## config.mk

```make
export PLATFORM = sky130hd
export DESIGN_NAME = grp_ctrl
export DESIGN_NICKNAME = d
export VERILOG_FILES = /design/src/hw/rtl/grp_pkg.sv /design/src/hw/rtl/grp_ctrl.sv
export SDC_FILE = /design/constraint.sdc
export NUM_CORES = 1
export LEC_CHECK = 0
export BUFFER_PORTS_ARGS = -buffer_cell sky130_fd_sc_hd__buf_2
export CAP_MARGIN = 20
export CORE_AREA = 2 2 39 41
export CTS_BUF_LIST = sky130_fd_sc_hd__clkbuf_16
export CTS_CLUSTER_DIAMETER = 80
export DETAILED_ROUTE_END_ITERATION = 10
export DIE_AREA = 0 0 41 43
export PLACE_DENSITY = 0.54
export SETUP_SLACK_MARGIN = 0.2
export SLEW_MARGIN = 20
export SYNTH_ARGS = -nofsm -noshare
export SYNTH_HDL_FRONTEND = slang
export SYNTH_SLANG_ARGS = --single-unit
```

## constraint.sdc

```tcl
create_clock -name clk_i -period 3.5 [get_ports clk_i]
set_input_delay 0.35 -clock clk_i [delete_from_list [all_inputs] [get_ports clk_i]]
set_output_delay 0.35 -clock clk_i [all_outputs]
set_load 0.02 [all_outputs]
```

## src/hw/rtl/grp_pkg.sv

```systemverilog
// Package for the guillotine rectangle packer: sizes, payload structs,
// controller states and the command/status structs. No dependencies.
package grp_pkg;
  localparam int unsigned MaxBins     = 16;
  localparam int unsigned MaxAreas    = 32;
  localparam int unsigned NumBinTypes = 4;
  localparam int unsigned CoordBits   = 16;
  localparam int unsigned BinBits     = $clog2(MaxBins);
  localparam int unsigned AreaBits    = $clog2(MaxAreas);
  localparam int unsigned AddrBits    = BinBits + AreaBits;
  localparam int unsigned CntBits     = AreaBits + 1;
  localparam int unsigned ObcBits     = BinBits + 1;
  localparam int unsigned AreaW       = 4 * CoordBits;

  localparam logic [1:0] StPlaced = 2'd0;
  localparam logic [1:0] StNoSpace = 2'd1;
  localparam logic [1:0] StFull = 2'd2;
  localparam logic [1:0] StCleared = 2'd3;

  typedef struct packed {
    logic        kind;
    logic [15:0] item_id;
    logic [15:0] item_width;
    logic [15:0] item_height;
  } in_item_t;

  typedef struct packed {
    logic [1:0]  status;
    logic [15:0] out_id;
    logic [3:0]  bin_index;
    logic [15:0] pos_x;
    logic [15:0] pos_y;
    logic        new_bin;
    logic [1:0]  bin_type;
  } out_item_t;

  typedef struct packed {
    logic [CoordBits-1:0] x;
    logic [CoordBits-1:0] y;
    logic [CoordBits-1:0] w;
    logic [CoordBits-1:0] h;
  } area_t;

  typedef enum logic [2:0] {
    S_IDLE, S_READ, S_CHECK, S_SPLIT2, S_OPEN, S_OPEN2, S_OUT
  } state_e;

  typedef struct packed {
    logic load;      // capture the input item
    logic clear;     // clear all bins
    logic rd;        // read phase at the scan pointer (not used by the datapath)
    logic step;      // advance the scan pointer
    logic wr_below;  // write the below part to the hit slot
    logic wr_right;  // write the right part, bump count
    logic open_bin;  // open a bin of the chosen type
    logic set_full;  // result: area list full
    logic set_nosp;  // result: no space
  } cmd_t;

  typedef struct packed {
    logic kind;
    logic scan_done; // no more areas to scan
    logic fits;      // read area holds the item
    logic bin_full;  // hit bin list is full
    logic bins_full; // MaxBins already open
    logic type_ok;   // some bin type can be opened
  } sts_t;
endpackage

```

## src/hw/rtl/grp_ctrl.sv

```systemverilog
// Controller state machine of the packer.
// Depends on grp_pkg.
module grp_ctrl (
  input  logic            clk_i,
  input  logic            rst_ni,
  input  logic            in_valid_i,
  output logic            in_ready_o,
  output logic            out_valid_o,
  input  logic            out_ready_i,
  input  grp_pkg::sts_t   sts_i,
  output grp_pkg::cmd_t   cmd_o
);
  grp_pkg::state_e state_q, state_d;

  always_ff @(posedge clk_i or negedge rst_ni) begin
    if (!rst_ni) begin
      state_q <= grp_pkg::S_IDLE;
    end else begin
      state_q <= state_d;
    end
  end

  always_comb begin
    state_d = state_q;
    case (state_q)
      grp_pkg::S_IDLE: if (in_valid_i) state_d = grp_pkg::S_READ;
      grp_pkg::S_READ: begin
        if (sts_i.kind) state_d = grp_pkg::S_OUT;
        else if (sts_i.scan_done) state_d = grp_pkg::S_OPEN;
        else state_d = grp_pkg::S_CHECK;
      end
      grp_pkg::S_CHECK: begin
        if (sts_i.fits) begin
          state_d = sts_i.bin_full ? grp_pkg::S_OUT : grp_pkg::S_SPLIT2;
        end else begin
          state_d = grp_pkg::S_READ;
        end
      end
      grp_pkg::S_SPLIT2: state_d = grp_pkg::S_OUT;
      grp_pkg::S_OPEN: begin
        if (sts_i.bins_full || !sts_i.type_ok) state_d = grp_pkg::S_OUT;
        else state_d = grp_pkg::S_OPEN2;
      end
      grp_pkg::S_OPEN2: state_d = grp_pkg::S_OUT;
      grp_pkg::S_OUT: if (out_ready_i) state_d = grp_pkg::S_IDLE;
      default: state_d = grp_pkg::S_IDLE;
    endcase
  end

  always_comb begin
    cmd_o       = '0;
    in_ready_o  = 1'b0;
    out_valid_o = 1'b0;
    case (state_q)
      grp_pkg::S_IDLE: begin
        in_ready_o = 1'b1;
        cmd_o.load = in_valid_i;
      end
      grp_pkg::S_READ: begin
        cmd_o.clear = sts_i.kind;
        cmd_o.rd    = !sts_i.kind && !sts_i.scan_done;
      end
      grp_pkg::S_CHECK: begin
        cmd_o.step     = !sts_i.fits;
        cmd_o.wr_below = sts_i.fits && !sts_i.bin_full;
        cmd_o.set_full = sts_i.fits && sts_i.bin_full;
      end
      grp_pkg::S_SPLIT2: cmd_o.wr_right = 1'b1;
      grp_pkg::S_OPEN: begin
        cmd_o.set_nosp = sts_i.bins_full || !sts_i.type_ok;
        cmd_o.open_bin = !(sts_i.bins_full || !sts_i.type_ok);
      end
      grp_pkg::S_OPEN2: cmd_o.wr_right = 1'b1;
      grp_pkg::S_OUT: out_valid_o = 1'b1;
      default: ;
    endcase
  end
endmodule

```

Yosys cells after proc, flatten, opt, wreduce, memory -nomap -nowiden
Cells that the tools add are included.
{ "classes": {"mux": 17, "n_bitwise": 0, "magnitude_cmp": 0, "multipliers": 0, "shifts": 0, "add_sub_neg": 0, "div": 0, "n_reduce_logical": 13, "n_eq_ne": 8} }
{ "op_table": {"columns": ["op", "n"], "rows": [
  ["2-to-1 mux 3 bit", 6],
  ["case mux 3 bit (6 select lines)", 1],
  ["equality test 3 bit, second input constant", 3],
  ["2-to-1 mux 1 bit", 7],
  ["equality test 3 x 2 -> 1 bit, second input constant", 2],
  ["logical NOT 1 bit", 6],
  ["2-to-1 mux 2 bit", 3],
  ["!= test 2 bit, second input constant", 2],
  ["equality test 3 x 1 -> 1 bit, second input constant", 1],
  ["logical AND 1 bit", 3],
  ["logical NOT 3 bit", 1],
  ["AND reduction 2 bit", 1],
  ["OR reduction 2 bit", 1],
  ["logical OR 1 bit", 1]
]} }
{ "totals": {"rom_bits": 0, "elab_cells": 39, "ff_bits": 3, "n_memories": 0, "latch_bits": 0, "in_bits": 10, "mem_bits_rw": 0} }

Depth between registers and ports, before layout
Gate-level depths: netlist of the first run.
{ "logic_depth": {"ltp_word": 4, "ltp_mapped": 4} }

Least setup slack after synthesis of the first run
Ideal clock, no wire load.
{ "synth_timing": {"path_type": "register to output", "start": "reg state_q[0]", "end": "out cmd_o[2] (netlist name)", "arrival_time_ns": 1.408, "stages_incl_launch_ff": 3, "path_buffers": 1, "required_time_ns": 3.150, "path_slack_ns": 1.742, "path_cell_list": "dfrtp_1 clkbuf_1 nor4b_1"} }
{ "synth_lines": {"columns": ["element", "line_no", "source"], "rows": [
  ["start: declaration", "grp_ctrl.sv:13", "grp_pkg::state_e state_q, state_d;"],
  ["start signal: assignment", "grp_ctrl.sv:17", "state_q <= grp_pkg::S_IDLE;"],
  ["start signal: assignment", "grp_ctrl.sv:19", "state_q <= state_d;"],
  ["end: declaration", "grp_ctrl.sv:11", "output grp_pkg::cmd_t cmd_o"]
]} }

==> results of run 1 <==
## report_power, final
part           total [mW]  internal [mW]  switching, mW
clock               0.177          0.147         0.0303
sequential          0.105         0.0516         0.0532
combinational       0.177         0.0800         0.0971
## stage by stage
| step | hold slack [ns] | area, um2 | instances |
|---|---|---|---|
| 2_1_floorplan | 0.0544 | 293 | 37 |
| 3_3_place_gp | 0.147 | 393 | 70 |
| 3_5_place_dp | 0.147 | 393 | 70 |
| 4_1_cts | 0.424 | 482 | 75 |
| 5_1_grt | 0.446 | 482 | 75 |
| 6_report | 0.416 | 482 | 75 |
## cells by family (layout without fill, tap and decap cells)
kind of cell,after synthesis,in the layout,share of synthesized area
AO/OA/AOI/OAI,9,9,0.226
flip-flops,3,3,0.256
AND/OR/NAND/NOR,22,22,0.449
buffers and inverters,3,25,0.0683
## worst max path at each step
stage / start / end / slack, ns / cells past startpoint
CTS: state_q[2] / cmd_o[4] / 1.69 / 3
floorplan: state_q[0] / cmd_o[2] / 1.74 / 2
global placement: state_q[2] / cmd_o[4] / 1.94 / 3
global route: state_q[2] / cmd_o[4] / 1.63 / 3
finish: state_q[2] / cmd_o[4] / 1.69 / 3
detailed placement: state_q[2] / cmd_o[4] / 1.93 / 3
## cell usage after synthesis
library cell	count	area, um2
nor3_1	4	20.0
dfrtp_1	3	75.1
nand2_1	3	11.3
nor2_1	3	11.3
o21ai_0	3	15.0
and3_1	2	12.5
nand2b_1	2	12.5
nor4b_1	2	17.5
a21boi_0	1	7.51
a21oi_1	1	5.00
a221o_1	1	10.0
a221oi_2	1	15.0
a31oi_1	1	6.26
and2_1	1	6.26
and3b_1	1	8.76
buf_2	1	5.00
buf_6	1	11.3
clkbuf_1	1	3.75
nand2b_2	1	8.76
o31ai_1	1	7.51
or2_1	1	6.26
or2b_1	1	7.51
or3b_1	1	8.76
## timing repair
item / CTS / global route
endpoints found under the hold margin: 3 / 0
hold buffers: 1 / 0
endpoints found under the setup margin: 0 / 0
## layer usage
metal | track usage | share of wire
met5 | 0 | 0
met4 | 0.0800 | 0
met3 | 0 | 0.032
met2 | 0.141 | 0.47
met1 | 0.113 | 0.50
## layout make-up
| cell class | count | area [um2] |
|---|---|---|
| Clock inverter | 1 | 3.75 |
| Fill cell | 151 | 902 |
| Clock buffer | 3 | 75.1 |
| Multi-Input combinational cell | 31 | 198 |
| Tap cell | 16 | 20.0 |
| Timing Repair Buffer | 21 | 110 |
| Sequential cell | 3 | 75.1 |
## worst max-delay path, delay by kind of cell (launching register included)
| kind | cells | cell delay (ns) |
|---|---|---|
| AND/OR/NAND/NOR | 2 | 0.54 |
| flip-flops | 1 | 0.48 |
| buffers and inverters | 1 | 0.21 |
==> summary.md, run 1 <==
| Metric | Value |
|---|---|
| Status | complete, no violations |
| Iter 0 DRT Violations | 2 |
| Crit path kind | flop to output port |
| Critical-path top delay cell | dfrtp_1 |
| Pre-CTS setup slack | a little under 2 ns |
| Overflow after GRT | 0 |
| Post-synth net total | 47 |
| Startpoint Class | flop |
| Fmax | ~550 MHz |
| Antenna Cells | 0 |
| Iteration count of the initial detailed-routing pass | 2 |
| Dpl hpwl | between 500 and 600 um |
| Clk_lat worst skew | 0.22 ns |
| Cell Chain, Critical Path | nand2b_2 -> nor4b_1 -> buf_2 |
| Peak supply drop | between 0.3 and 0.4 mV |
| Worst Skew | roughly 0.00030 ns |
| Synth Warn # | 0 |
| Total power | roughly 460 uW |
| Setup WS post-layout | between 1.5 and 2 ns |
| Routability congestion estimate | 0.706 |
| Starting Density | 0.212 |
| Core area | between 0.001 and 0.0015 mm2 |
| Number of buffers on the longest clock path | 2 |
| Seq cells post-synth | 3 |
| Mapped Area | between 200 and 300 um2 |
| Crit Path Max Fanout | 12 |
| Worst R2R Start | state_q[2] |
| Io pins | 21 |
| First-pass GRT wire length | approximately 1100 um |
| Required time worst endpoint | 3.15 ns |
| Pin count of the biggest net entering global routing | 17 |
| Pwr/cell area | 954 mW/mm2 |
| Final WL | roughly 800 um |
| Num rows | 14 |
| CTS Buf Count | 3 |
| Hold endpoint | state_q[0] |
| Clk sink count | 3 |
| Hold Crit Class | primary input to flop |
| Max H-tree Level | 1 |
| Post-route DRC | 0 |
| Root buffer cell | clkbuf_16 |
| Post-route clock period utilization | 0.516 |
| Final hold viol count | 0 |
| Commonest non-fill, non-tap cell in the layout | buf_2 |
| Number of flip-flops under the largest register name | 3 |
| Final setup TNS | 0 ns |
| Worst Tran Pin Value | roughly 0.44 ns |
| Die ar. | between 0.0015 and 0.002 mm2 |
| Reg2reg end | state_q[2] |
| Top reg by flops | state_q |
| Post-CTS setup repair buffer count | 0 |
| Hold Path Depth | 3 |
| Flop2flop setup slack | 2.13 ns |
| Worst setup EP type | output port |
| Final ANT Viol Nets | 0 |
| Routed length per instance | 10.7 um |
| Commonest cells after routing, fill and taps aside | buf_2, nor3_1 |
| Final nets | 70 |
| Antenna violations before repair | 0 |
| Fin. max-slew vios | 0 |
| Hold_sp | in_valid_i |
| Avg Cell Area, Syn | ~7.9 um2 |
| Worst Reg-to-Reg Cells | 3 |
| Clk pin slew, worst setup/hold paths | about 0.030 ns |
| Biggest regs | state_q (3) |
| Global Route Usage Sum | 0.0924 |
| Area growth syn-to-layout | 64.5% |
| CTS tree | done |
| Synth Instances | 37 |
| Min cycle time layout | around 1.8 ns |
| Setup-failing EPs final | 0 |
| Sequential fraction of the synthesis area | 0.256 |
| Final Core Density | 0.348 |
| Pleak | 0.245 nW |
| Vias per cell | 4.43 |
| Layout cell share with drive strength beyond 1 | 0.424 |
| Unrepaired setup endpoints after global routing | false |
| Vias in the first global route | approximately 290 |
| DIE HEIGHT | about 43 um |
| CTS resizes | 0 |
| Max-cap violations | 0 |
| Width of the die | ~41 um |
| Vias | between 300 and 400 |
| IO buf count | 20 |
| Slew HR | 0.705 |
| Cell variety after synth | 23 |
| CP peak stage delay | 0.48 ns |
| Critical path arrival | approximately 1.5 ns |
(Power assumes the default switching activity.)
==> inputs of run 2 (changes only) <==
--- a/config.mk
+++ b/config.mk
@@ -12,7 +12,7 @@
 export CTS_CLUSTER_DIAMETER = 80
 export DETAILED_ROUTE_END_ITERATION = 10
 export DIE_AREA = 0 0 41 43
-export PLACE_DENSITY = 0.54
+export PLACE_DENSITY = 0.55
 export SETUP_SLACK_MARGIN = 0.2
 export SLEW_MARGIN = 20
 export SYNTH_ARGS = -nofsm -noshare
==> constraint.sdc (replaced) <==
create_clock -name clk_i -period 1.6 [get_ports clk_i]
set_input_delay 0.16 -clock clk_i [delete_from_list [all_inputs] [get_ports clk_i]]
set_output_delay 0.16 -clock clk_i [all_outputs]
set_load 0.02 [all_outputs]
==> run 2 against run 1 <==
Effect of this change: combinational power rose to 3.5 times the previous value; highest routed layer unchanged; cell count up 11%; largest power group unchanged; flip-flop and latch count unchanged; critical endpoint unchanged; clock power up 120%; largest cell class unchanged.
==> summary.md, run 2 (synthesis gave the netlist of run 1 again) <==
| Metric | Value |
|---|---|
| Status | complete, no violations |
| Commonest cells after routing, fill and taps aside | buf_2, buf_4 |
| Dpl cells | 71 (+1.4%) |
| Pwr/cell area | 2150 mW/mm2 (+130%) |
| Fmax | ~700 MHz |
| Io pins | 21 (unchanged) |
| DIE HEIGHT | 43 um (unchanged) |
| Post-route clock period utilization | 0.882 |
| Number of buffers on the longest clock path | 2 (unchanged) |
| Area of the multi-input gates | 216 um2 (+9.5%) |
| Worst Tran Pin Value | 0.225 ns (-0.217 ns) |
| Iteration count of the initial detailed-routing pass | 2 (unchanged) |
| Dpl hpwl | 608 um (+4.5%) |
| Critical-path top delay cell | dfrtp_2 |
| Final WL | 1010 um (+26%) |
| Fin cells | 83 (+11%) |
| CP peak stage delay | 0.44 ns (-0.04 ns) |
| Slew HR | 0.848 (+0.143) |
| Number of flip-flops under the largest register name | 3 (unchanged) |
| Clk sink count | 3 (unchanged) |
| Flop2flop setup slack | 0.23 ns (-1.90 ns) |
| Total power | 1.22 mW (+170%) |
| Starting Density | 0.212 (unchanged) |
| Iter 0 DRT Violations | 3 (+1) |
| First-pass GRT wire length | 1480 um (+33%) |
| Vias per cell | 4.72 (+6.7%) |
| Max H-tree Level | 1 (unchanged) |
| Final ANT Viol Nets | 0 (unchanged) |
| Width of the die | 41 um (unchanged) |
| Min cycle time layout | ~1.4 ns |
| Final hold viol count | 0 (unchanged) |
| Peak supply drop | 0.647 mV (+110%) |
| Routed length per instance | 12.2 um (+14%) |
| Overflow after GRT | 0 (unchanged) |
| Crit path kind | flop to output port |
| Reg2reg end | state_q[1] |
| Worst-case hold slack | 0.212 ns (-0.204 ns) |
| Post-route DRC | 0 (unchanged) |
| Final nets | 78 (+11%) |
| Area growth syn-to-layout | 94.9% |
| Pin count of the biggest net entering global routing | 16 (-1) |
| Top reg by flops | state_q |
| Hold Crit Class | primary input to flop |
| Hold_sp | in_valid_i |
| Pre-CTS setup slack | 0.310 ns (-1.62 ns) |
| Layout cell share with drive strength beyond 1 | 0.582 (+0.158) |
| IO buf count | 20 (unchanged) |
| Required time worst endpoint | 1.44 ns (-1.71 ns) |
| Worst setup EP type | output port |
| Worst Skew | 0.00286 ns (+0.00257 ns) |
| Cell Chain, Critical Path | nand2b_4 -> nor4b_2 -> buf_2 |
| Final setup TNS | 0 ns (unchanged) |
| Crit. Startpoint | state_q[2] |
| Die ar. | 0.00176 mm2 (unchanged) |
| Post-DP Area | 400 um2 (+1.9%) |
| Critical path arrival | 1.25 ns (-0.21 ns) |
| Clk pin slew, worst setup/hold paths | 0.03 ns (about the same) |
| Global Route Usage Sum | 0.128 (+0.0351) |
| Root buffer cell | clkbuf_16 |
| Num rows | 14 (unchanged) |
| Crit Path Max Fanout | 6 (-6) |
| Hold Path Depth | 3 (unchanged) |
| Delay-heaviest family, CP | flip-flops |
| Startpoint Class | flop |
| Register area | 78.8 um2 (+5.0%) |
| Antenna Cells | 0 (unchanged) |
| Buf+Inv Stages, Crit Path | 1 (unchanged) |
| Worst Reg-to-Reg Cells | 4 (+1) |
| Worst R2R Start | state_q[2] |
| CTS tree | done |
| Pleak | 0.291 nW (+19%) |
| Setup-failing EPs final | 0 (unchanged) |
| Clk_lat worst skew | 0.22 ns (about the same) |
| Core area | 0.00138 mm2 (unchanged) |
| Biggest regs | state_q (3) |
| Unrepaired setup endpoints after global routing | true |
| Final Core Density | 0.412 (+0.0642) |
| Fillers | 153 (+1.3%) |
| Commonest non-fill, non-tap cell in the layout | buf_2 |
| Routability congestion estimate | 0.753 (+6.7%) |
| Max-cap violations | 0 (unchanged) |
| Vias | 392 (+18%) |
| Vias in the first global route | 331 (+15%) |
| Setup WS post-layout | 0.189 ns (-1.50 ns) |
| Final Cell Area | 571 um2 (+18%) |
| CTS Buf Count | 3 (unchanged) |
| Hold endpoint | state_q[0] |
| Fin. max-slew vios | 0 (unchanged) |
| Antenna violations before repair | 0 (unchanged) |
==> run 2: cell types whose count changed in the layout (fill, tap and decap cells not counted), moves of 2 or more <==
cell,before,now
dfrtp_1,3,0
dfrtp_2,0,3
buf_2,20,18
buf_4,0,8
==> run 2: final cells by class <==
cell class / instances / area share
multi-input combinational: 31 / 0.379
clock inverter: 1 / 0.00658
timing repair buffer: 29 / 0.309
clock buffer: 3 / 0.132
sequential: 3 / 0.138
tap: 16 / 0.0351
==> run 2: power breakdown <==
group	total (mW)	internal [mW]	switching, mW	leakage, nW
clock	0.395	0.323	0.0725	0.0423
sequential	0.210	0.122	0.0889	0.0327
combinational	0.619	0.314	0.305	0.216
total	1.22	0.759	0.466	0.291
==> run 2: repair_timing <==
item,in CTS,in global routing
endpoints found under the setup margin,7,8
pin swaps,0,2
endpoints found under the hold margin,3,0
hold buffers,1,0
gates cloned,0,0
resized for setup,8,3
setup buffers,3,4
==> run 2: how the worst max path moves through the flow <==
stage               depth (start not counted)          to  slack, ns
floorplan                                   2    cmd_o[2]       0.03
global placement                            3    cmd_o[4]       0.32
detailed placement                          3    cmd_o[4]       0.31
CTS                                         3    cmd_o[4]       0.19
global route                                5  state_q[1]       0.13
finish                                      3    cmd_o[4]       0.19
==> run 2: metal layers <==
metal,up-vias,global-route usage,wire (um)
li1,194,-,-
met1,184,0.174,456
met2,14,0.163,508
met3,0,0.0471,47
met4,0,0.0800,0
met5,-,0,0
==> run 2: worst min-delay path, delay by kind of cell <==
| family | cells | cell delay (ns) |
|---|---|---|
| buffers and inverters | 1 | 0.10 |
| AOI/OAI and AO/OA | 1 | 0.08 |
| and+or+nand+nor | 1 | 0.05 |
==> inputs of run 3 (changes only) <==
--- a/config.mk
+++ b/config.mk
@@ -5,6 +5,8 @@
 export SDC_FILE = /design/constraint.sdc
 export NUM_CORES = 1
 export LEC_CHECK = 0
+export ABC_AREA = 1
+export ABC_CLOCK_PERIOD_IN_PS = 1600
 export BUFFER_PORTS_ARGS = -buffer_cell sky130_fd_sc_hd__buf_2
 export CAP_MARGIN = 20
 export CORE_AREA = 2 2 39 41
==> run 3 against run 2 <==
Effect of this change: highest routed layer unchanged; via count increased by 1.3%; clock power decreased by 2%; register-to-register slack improved by 0.33 ns; wire length decreased by 16%; sequential power about the same; non-clock buffer count decreased by 8; critical path depth increased by 1; critical endpoint is now cmd_o[6]; die area unchanged; synthesized cell count increased by 43%.
==> summary.md, run 3 <==
| Metric | Value |
|---|---|
| Overflow after GRT | 0 (unchanged) |
| Flop2flop setup slack | 0.56 ns (+0.33 ns) |
| Num rows | 14 (unchanged) |
| Post-CTS setup repair buffer count | 0 (-3) |
| Pin count of the biggest net entering global routing | 8 (-8) |
| Worst Reg-to-Reg Cells | 4 (unchanged) |
| Worst Skew | 0.0000839 ns (-0.00278 ns) |
| CTS tree | done |
| Synth Instances | 53 (+43%) |
| Vias per cell | 4.22 (-11%) |
| Buf+Inv Stages, Crit Path | 1 (unchanged) |
| Required time worst endpoint | 1.44 ns (about the same) |
| Vias | 397 (+1.3%) |
| Pwr/cell area | 2100 mW/mm2 (-2.3%) |
| Status | complete, no violations |
| Starting Density | 0.210 (-0.00181) |
| Antenna Cells | 0 (unchanged) |
| Reg2reg end | state_q[0] |
| Crit path kind | flop to output port |
| Area growth syn-to-layout | 82.8% |
| Root buffer cell | clkbuf_16 |
| Post-synth EDFFs | 0 (unchanged) |
| Clk pin slew, worst setup/hold paths | 0.03 ns (about the same) |
| Number of flip-flops under the largest register name | 3 (unchanged) |
| Biggest regs | state_q (3) |
| Count leader, synth | nor2_1 |
| Vias in the first global route | 317 (-4.2%) |
| Fillers | 152 (-0.65%) |
| Top reg by flops | state_q |
| Min cycle time layout | 1.34 ns (-0.0668 ns) |
| Clk sink count | 3 (unchanged) |
| Pleak | 0.324 nW (+11%) |
| Primary FF master, synth | dfrtp_1 |
| FFs w/ async S/R, synth | 1.00 (unchanged) |
| Worst-case hold slack | 0.266 ns (+0.0535 ns) |
| Seq cells post-synth | 3 (unchanged) |
| Critical path arrival | 1.18 ns (-0.07 ns) |
| Max-cap violations | 0 (unchanged) |
| Setup WS post-layout | 0.256 ns (+0.0668 ns) |
| Unrepaired setup endpoints after global routing | true |
| Layout cell share with drive strength beyond 1 | 0.449 (-0.133) |
| Worst Tran Pin Value | 0.170 ns (-0.0555 ns) |
| Startpoint Class | flop |
| CTS Buf Count | 3 (unchanged) |
| Dpl hpwl | 639 um (+5.2%) |
| Antenna violations before repair | 0 (unchanged) |
| Synth Warn # | 0 (unchanged) |
| Setup-failing EPs final | 0 (unchanged) |
| Crit path depth | 4 (+1) |
| Max H-tree Level | 1 (unchanged) |
| Top cell type's share of synthesized area | 0.259 (+0.00221) |
| CP peak stage delay | 0.46 ns (+0.02 ns) |
| Final WL | 852 um (-16%) |
| Final nets | 89 (+14%) |
| Final hold viol count | 0 (unchanged) |
| Post-synth top cells | nor2_1, inv_1, nand2_1 |
| Peak supply drop | 1.10 mV (+70%) |
| Final setup TNS | 0 ns (unchanged) |
| Worst setup EP type | output port |
| Post-route DRC | 0 (unchanged) |
| Routability congestion estimate | 0.699 (-7.2%) |
| Post-route clock period utilization | 0.840 (-0.0417) |
| Area of the multi-input gates | 184 um2 (-15%) |
| DIE HEIGHT | 43 um (unchanged) |
| Width of the die | 41 um (unchanged) |
| Number of buffers on the longest clock path | 2 (unchanged) |
| Core area | 0.00138 mm2 (unchanged) |
| Fin. max-slew vios | 0 (unchanged) |
| Pre-CTS setup slack | 0.394 ns (+0.0844 ns) |
| Avg Cell Area, Syn | 5.48 um2 (-31%) |
| Hold Crit Class | primary input to async pin |
| Clk_lat worst skew | 0.22 ns (about the same) |
| Iteration count of the initial detailed-routing pass | 3 (+1) |
| Mapped Area | 290 um2 (-0.85%) |
| Critical-path top delay cell | dfrtp_2 |
| Die ar. | 0.00176 mm2 (unchanged) |
| Io pins | 21 (unchanged) |
| Fmax | 744 MHz (+5.0%) |
| Post-synth net total | 63 (+34%) |
| Post-synth top area cell | dfrtp_1 |
| Crit Path Max Fanout | 7 (+1) |
| CP endpoint | cmd_o[6] |
| IO buf count | 20 (unchanged) |
| Top post-synthesis cells by area | dfrtp_1, nor2_1, inv_1 |
| Iter 0 DRT Violations | 2 (-1) |
| Routed length per instance | 9.06 um (-26%) |
| Cell variety after synth | 12 (-48%) |
| First-pass GRT wire length | 1120 um (-24%) |
| Cell Chain, Critical Path | nor2_4 -> nand2_1 -> nor3_2 -> buf_4 |
| Commonest cells after routing, fill and taps aside | buf_2, nor2_1, inv_1, nand2_1, nand3_1 |
| Crit. Startpoint | state_q[1] |
| Register area | 78.8 um2 (unchanged) |
| Worst R2R Start | state_q[1] |
| Global Route Usage Sum | 0.0936 (-0.0339) |
| Sequential fraction of the synthesis area | 0.259 (+0.00221) |
| Commonest non-fill, non-tap cell in the layout | buf_2 |
| Slew HR | 0.887 (+0.0391) |
| Final ANT Viol Nets | 0 (unchanged) |
| Delay-heaviest family, CP | flip-flops |
[run 3: cell types whose count changed in the layout (fill, tap and decap cells not counted), moves of 3 or more]
cell / before / now
nand3_1: 0 / 5
nor2_1: 3 / 13
inv_1: 1 / 12
buf_4: 8 / 4
o21ai_0: 3 / 0
nor2_2: 0 / 3
nand2_1: 3 / 7
[run 3: stage by stage]
| step | power (mW) | cells | instance area, um2 | util |
|---|---|---|---|---|
| finish | 1.11 | 94 | 531 | 0.383 |
| global route | 1.20 | 94 | 531 | 0.383 |
| CTS | 1.07 | 94 | 503 | 0.363 |
| detailed placement | 0.662 | 89 | 410 | 0.297 |
| global placement | 0.652 | 89 | 410 | 0.297 |
| floorplan | 0.516 | 53 | 290 | - |
[run 3: how the worst min path moves through the flow]
stage | start | end | slack [ns] | depth (start not counted)
3_3_place_gp | rst_ni | state_q[0] | -0.04 | 1
2_1_floorplan | rst_ni | state_q[0] | -0.14 | 0
5_1_grt | rst_ni | state_q[1] | 0.27 | 2
4_1_cts | rst_ni | state_q[2] | 0.27 | 2
6_report | rst_ni | state_q[2] | 0.27 | 2
3_5_place_dp | rst_ni | state_q[0] | -0.04 | 1
[run 3: per-layer routing]
layer | GRT usage | vias up | share of wire
met5 | 0 | - | 0
met4 | 0.0200 | 0 | 0
met3 | 0.0471 | 0 | 0.094
met2 | 0.166 | 16 | 0.49
met1 | 0.0906 | 170 | 0.42
li1 | - | 211 | -
[run 3: timing repair]
action / in CTS / in global routing
resized for setup: 2 / 12
hold buffers: 1 / 0
endpoints found under the hold margin: 3 / 0
endpoints found under the setup margin: 1 / 6
[run 3: worst register-to-register path, cell delays in order (launching register included)]
cell	delay, ns
dfrtp_2	0.46
nor2_4	0.14
nand2_1	0.09
o21ai_1	0.16
nor2_1	0.07
[run 3: area by class of cell]
class | count | share of cell area
inverter | 13 | 0.0920
clock buffer | 3 | 0.142
timing repair buffer | 21 | 0.226
multi-input combinational | 37 | 0.347
clock inverter | 1 | 0.00708
sequential | 3 | 0.149
tap | 16 | 0.0377
[run 3: logic make-up after synthesis]
logic type	count (synthesis)	synth area share
AOI/OAI and AO/OA	2	0.0344
buffers and inverters	13	0.168
DFF	3	0.259
and+or+nand+nor	35	0.539
[run 3: power breakdown]
part / internal (mW) / switching, mW
Combinational: 0.185 / 0.329
Clock: 0.322 / 0.0645
Sequential: 0.124 / 0.0874
